===== src/hw/rtl/upd_pkg.sv =====
// Package for the URL percent decoder: character codes, result word type, hex helper.
package upd_pkg;

	localparam logic [7:0] CH_PLUS    = 8'h2B;
	localparam logic [7:0] CH_PERCENT = 8'h25;
	localparam logic [7:0] CH_SPACE   = 8'h20;
	localparam logic [7:0] CH_ZERO    = 8'h30;
	localparam logic [7:0] CH_UPPER_A = 8'h41;
	localparam logic [7:0] CH_LOWER_A = 8'h61;

	localparam int unsigned FIFO_DEPTH = 4;
	localparam int unsigned MAX_RESULTS = 3;

	localparam logic REG_MAX_OUT_LEN = 1'b0;
	localparam logic [7:0] MAX_OUT_LEN_RESET = 8'd95;

	typedef struct packed {
		logic [7:0] ch;
		logic       fin;
	} res_t;

	typedef struct packed {
		logic       valid;
		logic [3:0] nibble;
	} hex_t;

	// Decodes one hex digit in either case; valid is low for anything else.
	function automatic hex_t hex_decode(input logic [7:0] ch);
		hex_t r;
		r.valid  = 1'b0;
		r.nibble = 4'd0;
		if (ch >= CH_ZERO && ch <= CH_ZERO + 8'd9) begin
			r.valid  = 1'b1;
			r.nibble = 4'(ch - CH_ZERO);
		end else if (ch >= CH_UPPER_A && ch <= CH_UPPER_A + 8'd5) begin
			r.valid  = 1'b1;
			r.nibble = 4'(ch - CH_UPPER_A + 8'd10);
		end else if (ch >= CH_LOWER_A && ch <= CH_LOWER_A + 8'd5) begin
			r.valid  = 1'b1;
			r.nibble = 4'(ch - CH_LOWER_A + 8'd10);
		end
		return r;
	endfunction

endpackage


===== src/hw/rtl/url_percent_decoder.sv =====
// URL percent decoder top level: input register, decode logic, result queue, APB register.
//
// The input channel (in_valid/in_ready, in_char, is_end) takes one encoded word per ready cycle.
// The output channel (out_valid/out_ready, out_char, out_end) returns decoded words in order.
// A '+' becomes a space, '%' and two hex digits become one byte, and a broken percent
// sequence is passed through literally. A word with is_end set flushes any held '%' and
// digit and then returns an end marker (out_char zero, out_end high).
// At most max_out_len characters are returned per string; later ones are dropped.
// max_out_len lies at APB byte address 0 and resets to 95; pready is always high.
// A word's results pass from the input register into the result queue, which drives the output.
// Throughput is one word per cycle while each word yields at most one result and the
// receiver keeps up; a word that yields two or three results holds the input register
// until the four-entry result queue has drained to one entry.
// A stalled receiver leaves two or more results in the queue and then deasserts in_ready.
// Reset clears the input register, the queue, the held sequence and the character count.
module url_percent_decoder (
	input  logic       clk,
	input  logic       arst_n,
	input  logic       in_valid,
	output logic       in_ready,
	input  logic [7:0] in_char,
	input  logic       is_end,
	output logic       out_valid,
	input  logic       out_ready,
	output logic [7:0] out_char,
	output logic       out_end,
	input  logic       psel,
	input  logic       penable,
	input  logic       pwrite,
	input  logic [2:0] paddr,
	input  logic [31:0] pwdata,
	output logic [31:0] prdata,
	output logic       pready
);

	logic       valid_s1;
	logic [7:0] char_s1;
	logic       end_s1;
	logic       adv_s1;

	logic [7:0] max_len_q;
	logic [1:0] held_count_q;
	logic [7:0] held_digit_q;
	logic [7:0] emitted_q;

	upd_pkg::res_t fifo_q [upd_pkg::FIFO_DEPTH];
	logic [1:0] wr_ptr_q;
	logic [1:0] rd_ptr_q;
	logic [2:0] count_q;

	// Decode results.
	logic [7:0] put_ch [upd_pkg::MAX_RESULTS];
	logic [1:0] n_put;
	logic [1:0] n_emit;
	logic [1:0] n_push;
	logic [7:0] avail;
	logic [1:0] held_count_d;
	logic [7:0] held_digit_d;
	upd_pkg::res_t res [upd_pkg::MAX_RESULTS];
	upd_pkg::hex_t hex_in;
	upd_pkg::hex_t hex_held;
	logic pop;

	// APB register port.
	assign pready = 1'b1;
	assign prdata = (paddr[2] == upd_pkg::REG_MAX_OUT_LEN) ? {24'd0, max_len_q} : 32'd0;

	always_ff @(posedge clk or negedge arst_n) begin
		if (!arst_n) begin
			max_len_q <= upd_pkg::MAX_OUT_LEN_RESET;
		end else if (psel && penable && pwrite && paddr[2] == upd_pkg::REG_MAX_OUT_LEN) begin
			max_len_q <= pwdata[7:0];
		end
	end

	// The input register moves on only when the queue can take three results.
	assign adv_s1   = valid_s1 && (count_q <= 3'd1);
	assign in_ready = !valid_s1 || adv_s1;

	always_ff @(posedge clk or negedge arst_n) begin
		if (!arst_n) begin
			valid_s1 <= 1'b0;
		end else if (in_ready) begin
			valid_s1 <= in_valid;
		end
	end

	always_ff @(posedge clk) begin
		if (in_ready && in_valid) begin
			char_s1 <= in_char;
			end_s1  <= is_end;
		end
	end

	// Build the list of characters to put, before the length limit is applied.
	always_comb begin
		hex_in       = upd_pkg::hex_decode(char_s1);
		hex_held     = upd_pkg::hex_decode(held_digit_q);
		held_count_d = 2'd0;
		held_digit_d = held_digit_q;
		n_put        = 2'd0;
		for (int i = 0; i < upd_pkg::MAX_RESULTS; i++) begin
			put_ch[i] = 8'd0;
		end
		if (end_s1) begin
			if (held_count_q == 2'd1 || held_count_q == 2'd2) begin
				put_ch[0] = upd_pkg::CH_PERCENT;
				n_put     = 2'd1;
			end
			if (held_count_q == 2'd2) begin
				put_ch[1] = held_digit_q;
				n_put     = 2'd2;
			end
		end else if (held_count_q == 2'd1 && hex_in.valid) begin
			held_digit_d = char_s1;
			held_count_d = 2'd2;
		end else if (held_count_q == 2'd2 && hex_in.valid) begin
			put_ch[0] = {hex_held.nibble, hex_in.nibble};
			n_put     = 2'd1;
		end else begin
			// A broken sequence is flushed literally before the new character.
			if (held_count_q == 2'd1 || held_count_q == 2'd2) begin
				put_ch[0] = upd_pkg::CH_PERCENT;
				n_put     = 2'd1;
			end
			if (held_count_q == 2'd2) begin
				put_ch[1] = held_digit_q;
				n_put     = 2'd2;
			end
			if (char_s1 == upd_pkg::CH_PERCENT) begin
				held_count_d = 2'd1;
			end else begin
				put_ch[n_put] = (char_s1 == upd_pkg::CH_PLUS) ? upd_pkg::CH_SPACE : char_s1;
				n_put         = n_put + 2'd1;
			end
		end
	end

	// Apply the length limit and append the end marker.
	always_comb begin
		avail  = (max_len_q > emitted_q) ? (max_len_q - emitted_q) : 8'd0;
		n_emit = (avail < {6'd0, n_put}) ? avail[1:0] : n_put;
		n_push = n_emit + {1'b0, end_s1};
		for (int i = 0; i < upd_pkg::MAX_RESULTS; i++) begin
			res[i].ch  = put_ch[i];
			res[i].fin = 1'b0;
			if (2'(i) == n_emit) begin
				res[i].ch  = 8'd0;
				res[i].fin = end_s1;
			end
		end
	end

	always_ff @(posedge clk or negedge arst_n) begin
		if (!arst_n) begin
			held_count_q <= 2'd0;
			emitted_q    <= 8'd0;
		end else if (adv_s1) begin
			held_count_q <= held_count_d;
			emitted_q    <= end_s1 ? 8'd0 : emitted_q + {6'd0, n_emit};
		end
	end

	always_ff @(posedge clk) begin
		if (adv_s1) begin
			held_digit_q <= held_digit_d;
		end
	end

	// Result queue.
	assign pop       = out_valid && out_ready;
	assign out_valid = (count_q != 3'd0);
	assign out_char  = fifo_q[rd_ptr_q].ch;
	assign out_end   = fifo_q[rd_ptr_q].fin;

	always_ff @(posedge clk) begin
		if (adv_s1) begin
			for (int i = 0; i < upd_pkg::MAX_RESULTS; i++) begin
				if (2'(i) < n_push) begin
					fifo_q[wr_ptr_q + 2'(i)] <= res[i];
				end
			end
		end
	end

	always_ff @(posedge clk or negedge arst_n) begin
		if (!arst_n) begin
			wr_ptr_q <= 2'd0;
			rd_ptr_q <= 2'd0;
			count_q  <= 3'd0;
		end else begin
			if (adv_s1) begin
				wr_ptr_q <= wr_ptr_q + n_push;
			end
			if (pop) begin
				rd_ptr_q <= rd_ptr_q + 2'd1;
			end
			count_q <= count_q + (adv_s1 ? {1'b0, n_push} : 3'd0) - {2'd0, pop};
		end
	end

	a_count_bound: assert property (@(posedge clk) disable iff (!arst_n)
		count_q <= 3'd4)
		else $error("result queue overflow");

	a_room_on_adv: assert property (@(posedge clk) disable iff (!arst_n)
		adv_s1 |-> (count_q <= 3'd1 && n_push <= 2'd3))
		else $error("input register advanced without queue room");

	a_end_clears: assert property (@(posedge clk) disable iff (!arst_n)
		(adv_s1 && end_s1) |=> (emitted_q == 8'd0 && held_count_q == 2'd0))
		else $error("terminator did not clear string state");

	a_held_legal: assert property (@(posedge clk) disable iff (!arst_n)
		held_count_q != 2'd3)
		else $error("held count reached three");

	a_emit_limit: assert property (@(posedge clk) disable iff (!arst_n)
		(adv_s1 && !end_s1 && emitted_q <= max_len_q) |=>
		(emitted_q <= $past(max_len_q)))
		else $error("emitted count passed the length limit");

endmodule


===== config.mk =====
export PLATFORM = sky130hd
export DESIGN_NAME = url_percent_decoder
export DESIGN_NICKNAME = d
export VERILOG_FILES = /design/src/hw/rtl/upd_pkg.sv /design/src/hw/rtl/url_percent_decoder.sv
export SDC_FILE = /design/constraint.sdc
export NUM_CORES = 1
export LEC_CHECK = 0
export ABC_AREA = 1
export BUFFER_PORTS_ARGS = -buffer_cell sky130_fd_sc_hd__buf_2
export CAP_MARGIN = 20
export CORE_ASPECT_RATIO = 1.5
export CORE_MARGIN = 1.5
export CORE_UTILIZATION = 24
export DETAILED_ROUTE_END_ITERATION = 10
export HOLD_SLACK_MARGIN = 0.08
export PLACE_DENSITY_LB_ADDON = 0.05
export SLEW_MARGIN = 5
export SYNTH_ARGS = -nofsm -noshare
export SYNTH_HDL_FRONTEND = slang
export SYNTH_SLANG_ARGS = --single-unit

===== constraint.sdc =====
create_clock -name clk -period 10.1 [get_ports clk]
set_input_delay 1.515 -clock clk [delete_from_list [all_inputs] [get_ports clk]]
set_output_delay 1.515 -clock clk [all_outputs]
set_load 0.005 [all_outputs]

==> reports/metrics.yaml <==
vias: 5357
io_pins: 95
ys_seq_elements: 79
cts.clk_slew.worst_paths_ps: 60
yosys.area.top_type: "edfxtp_1"
clk_latency_ps: 360
place_area_mm2: 0.006490
critical_path.most_common_cell: "inv_1"
rsz0062_at_grt: "no"
via_per_inst: 4.579
tritoncts: "done"
critical_path.startpoint_type: "flip-flop"
antenna_cells: 0
criticalPathCategory: "flip-flop to flip-flop"
grt_pass1_wl_um: 29250
place.gp.congestion: 0.8704
r2r_cells: 21
fin_crit_ps: 4858
min-delay-start: "count_q[2]"
clkSinkCount: 79
overflow: 0
status: "complete, no violations"
ys_async_sr_fraction_pct: 32.91
min-delay-path-class: "flip-flop to flip-flop"
max_freq_mhz: 205.8
synthCells: 811
rr_startpoint: "max_len_q[0]"
placedCellCount: 1153
total_power_mw: 1.544
powerDensity_mw_per_mm2: 227.3
synthesis.area_mm2: 0.006078
cp_slowest_cell: "nand3_1"
core_area_mm2: 0.02496
crit_buf_inv: 4
peakVddDrop_v: 0.00009222
drt-initial-drc-count: 246
finClkSkew_ps: 10.06
slowest_delay_ps: 700
n_fill_cell: 2716
dp_hpwl_um: 14740
end_kind: "flip-flop"
leakagePower_nw: 3.152
path_max_fanout: 46
arrival_ps: 4840
maxSlewHeadroom_pct: 30.15
drt_pass1_iterations: 5
post_drt_wl_per_cell_um: 15.61
fin_nets: 917
antenna_found_initial: 0
finalSetupViolations: 0
worst_pin_slew_ps: 1044
grt_usage_pct: 14.55
ys_top_cells_by_count: "nand2_1, inv_1, nand3_1, nor2_1, edfxtp_1"
cap_violations: 0
final_area_mm2: 0.006793
hold_buffers: 0
finalNonFillerCells: 1170
synth_ff_type: "edfxtp_1"
cts_buffer_depth: 2
min_period_over_period_pct: 48.10
finalWirelength_um: 18270
die_x_um: 132.9
syn_avg_cell_area_um2: 7.495
synth_edf_count: 53
yosys.area.top_type_share_pct: 26.18
cts_buffers: 9
grt_pass1_vias: 5295
path_delay_family: "simple AND/OR/NAND/NOR gates"
start_util_pct: 24.35
postRouteAntennaNets: 0
die_area_mm2: 0.02631
drive_gt1_share_pct: 13.54
yosys_warnings: 0
finalMaxSlewViolations: 0
die_h_um: 197.9
cts_root_buf: "clkbuf_16"
seq_area_frac_synth_pct: 37.01
post_cts_resized: 0
min_delay_path_depth: 1
grt_max_degree: 57
area_delta_synth_final_pct: 11.75
cp.depth: 21
ys_types: 44
cp_cell_sequence: "inv_1, ha_1, inv_1, fa_1, nand2_1, nand2_1, nand3_1, o211ai_1, nand2_1, nor2_1, inv_1, nand2_2, nand2_2, nand3_1, nand2_2, ha_1, inv_1, nand3_2, nand2_4, nand4_1, nand3_1"
portBuffers: 43
hold_slack_ps: 473.8
drc: 0
hold_violations: 0
rrSetupSlack_ps: 5240
postCtsSetupRepairBufs: 0
hold_path_end: "count_q[2]"
htree_levels: 3
yosysMostFrequentCell: "nand2_1"
reg2reg_to: "fifo_q[0][6]"
synth.area.top_cells: "edfxtp_1, nand2_1, dfrtp_1, nand3_1, ha_1"
tns_ps: 0
row_count: 71
worstPathRequired_ps: 10090
-- sequential cells by signal, indices dropped and copies added (netlist names) --
name,flops
end_s1,1
wr_ptr_q,2
rd_ptr_q,2
emitted_q,8
fifo_q,36
held_digit_q,8
char_s1,8
max_len_q,8
count_q,3
valid_s1,1
held_count_q,2
-- power breakdown --
group          switching, mW  internal [mW]  leakage [nW]
registers             0.0564          0.451         0.805
clock network          0.137          0.189         0.139
logic                  0.491          0.220          2.21
-- stage by stage --
stage	setup slack, ps	util, %
CTS	5222	27.16
finish	5242	27.21
global route	4886	27.21
detailed placement	5247	26.00
global placement	5349	26.00
floorplan	6374	-
-- worst max path at each step --
stage / start / end / slack [ps]
2_1_floorplan: max_len_q[0] / count_q[2] / 6370
3_3_place_gp: max_len_q[0] / fifo_q[3][4] / 5350
3_5_place_dp: max_len_q[0] / fifo_q[0][7] / 5250
4_1_cts: max_len_q[0] / fifo_q[0][6] / 5220
5_1_grt: max_len_q[0] / fifo_q[0][6] / 4890
6_report: max_len_q[0] / fifo_q[0][6] / 5240
-- cell type report --
| cell class | instances | area [µm²] | share of cell area [%] |
|---|---|---|---|
| clock inverters | 7 | 63.81 | 0.9394 |
| inverters | 94 | 354.1 | 5.213 |
| repair buffers | 46 | 244.0 | 3.592 |
| multi-input cells | 607 | 3246 | 47.78 |
| clock buffers | 9 | 225.2 | 3.316 |
| flip-flops and latches | 79 | 2250 | 33.12 |
| well taps | 328 | 410.4 | 6.042 |
-- cell usage in the layout, fill, tap and decap left out, drive strengths merged --
master,n
nand2,236
inv,88
nand3,82
nor2,70
edfxtp,53
nand4,48
buf,45
o21ai,40
a21oi,34
ha,26
conb,25
dfrtp,20
o22ai,14
clkbuf,10
clkinv,10
nor3,8
dfstp,6
xor2,5
o211ai,4
fa,3
nand3b,2
clkinvlp,2
nor4b,1
o311ai,1
o2111ai,1
o31ai,1
o221ai,1
a22oi,1
o211a,1
a21boi,1
xnor2,1
a31oi,1
bufinv,1
-- metal layers --
metal	vias up	track usage (%)	wire, µm
met4	0	7.123	587
met2	121	27.95	9999
met1	2483	15.33	7127
met3	33	2.099	551
met5	-	0	0
li1	2720	-	-
-- cell families after synthesis --
family | share of synthesized area (%)
buffers and inverters | 11.14
xor gates and xnor gates | 0.8645
AOI/OAI and AO/OA | 9.510
DFF | 37.01
and+or+nand+nor | 35.01
other | 0.1236
adders and majority gates | 6.340
-- worst reg2reg max path, cell delays in order, from the launching register on --
cell and delay [ps]:
dfstp_2 510, inv_1 70, ha_1 200, inv_1 120
fa_1 230, nand2_1 70, nand2_1 130, nand3_1 90
o211ai_1 100, nand2_1 100, nor2_1 190, inv_1 80
nand2_2 80, nand2_2 70, nand3_1 110, nand2_2 110
ha_1 230, inv_1 70, nand3_2 110, nand2_4 410
nand4_1 700, nand3_1 700
Power figures use the tool's default switching activity.
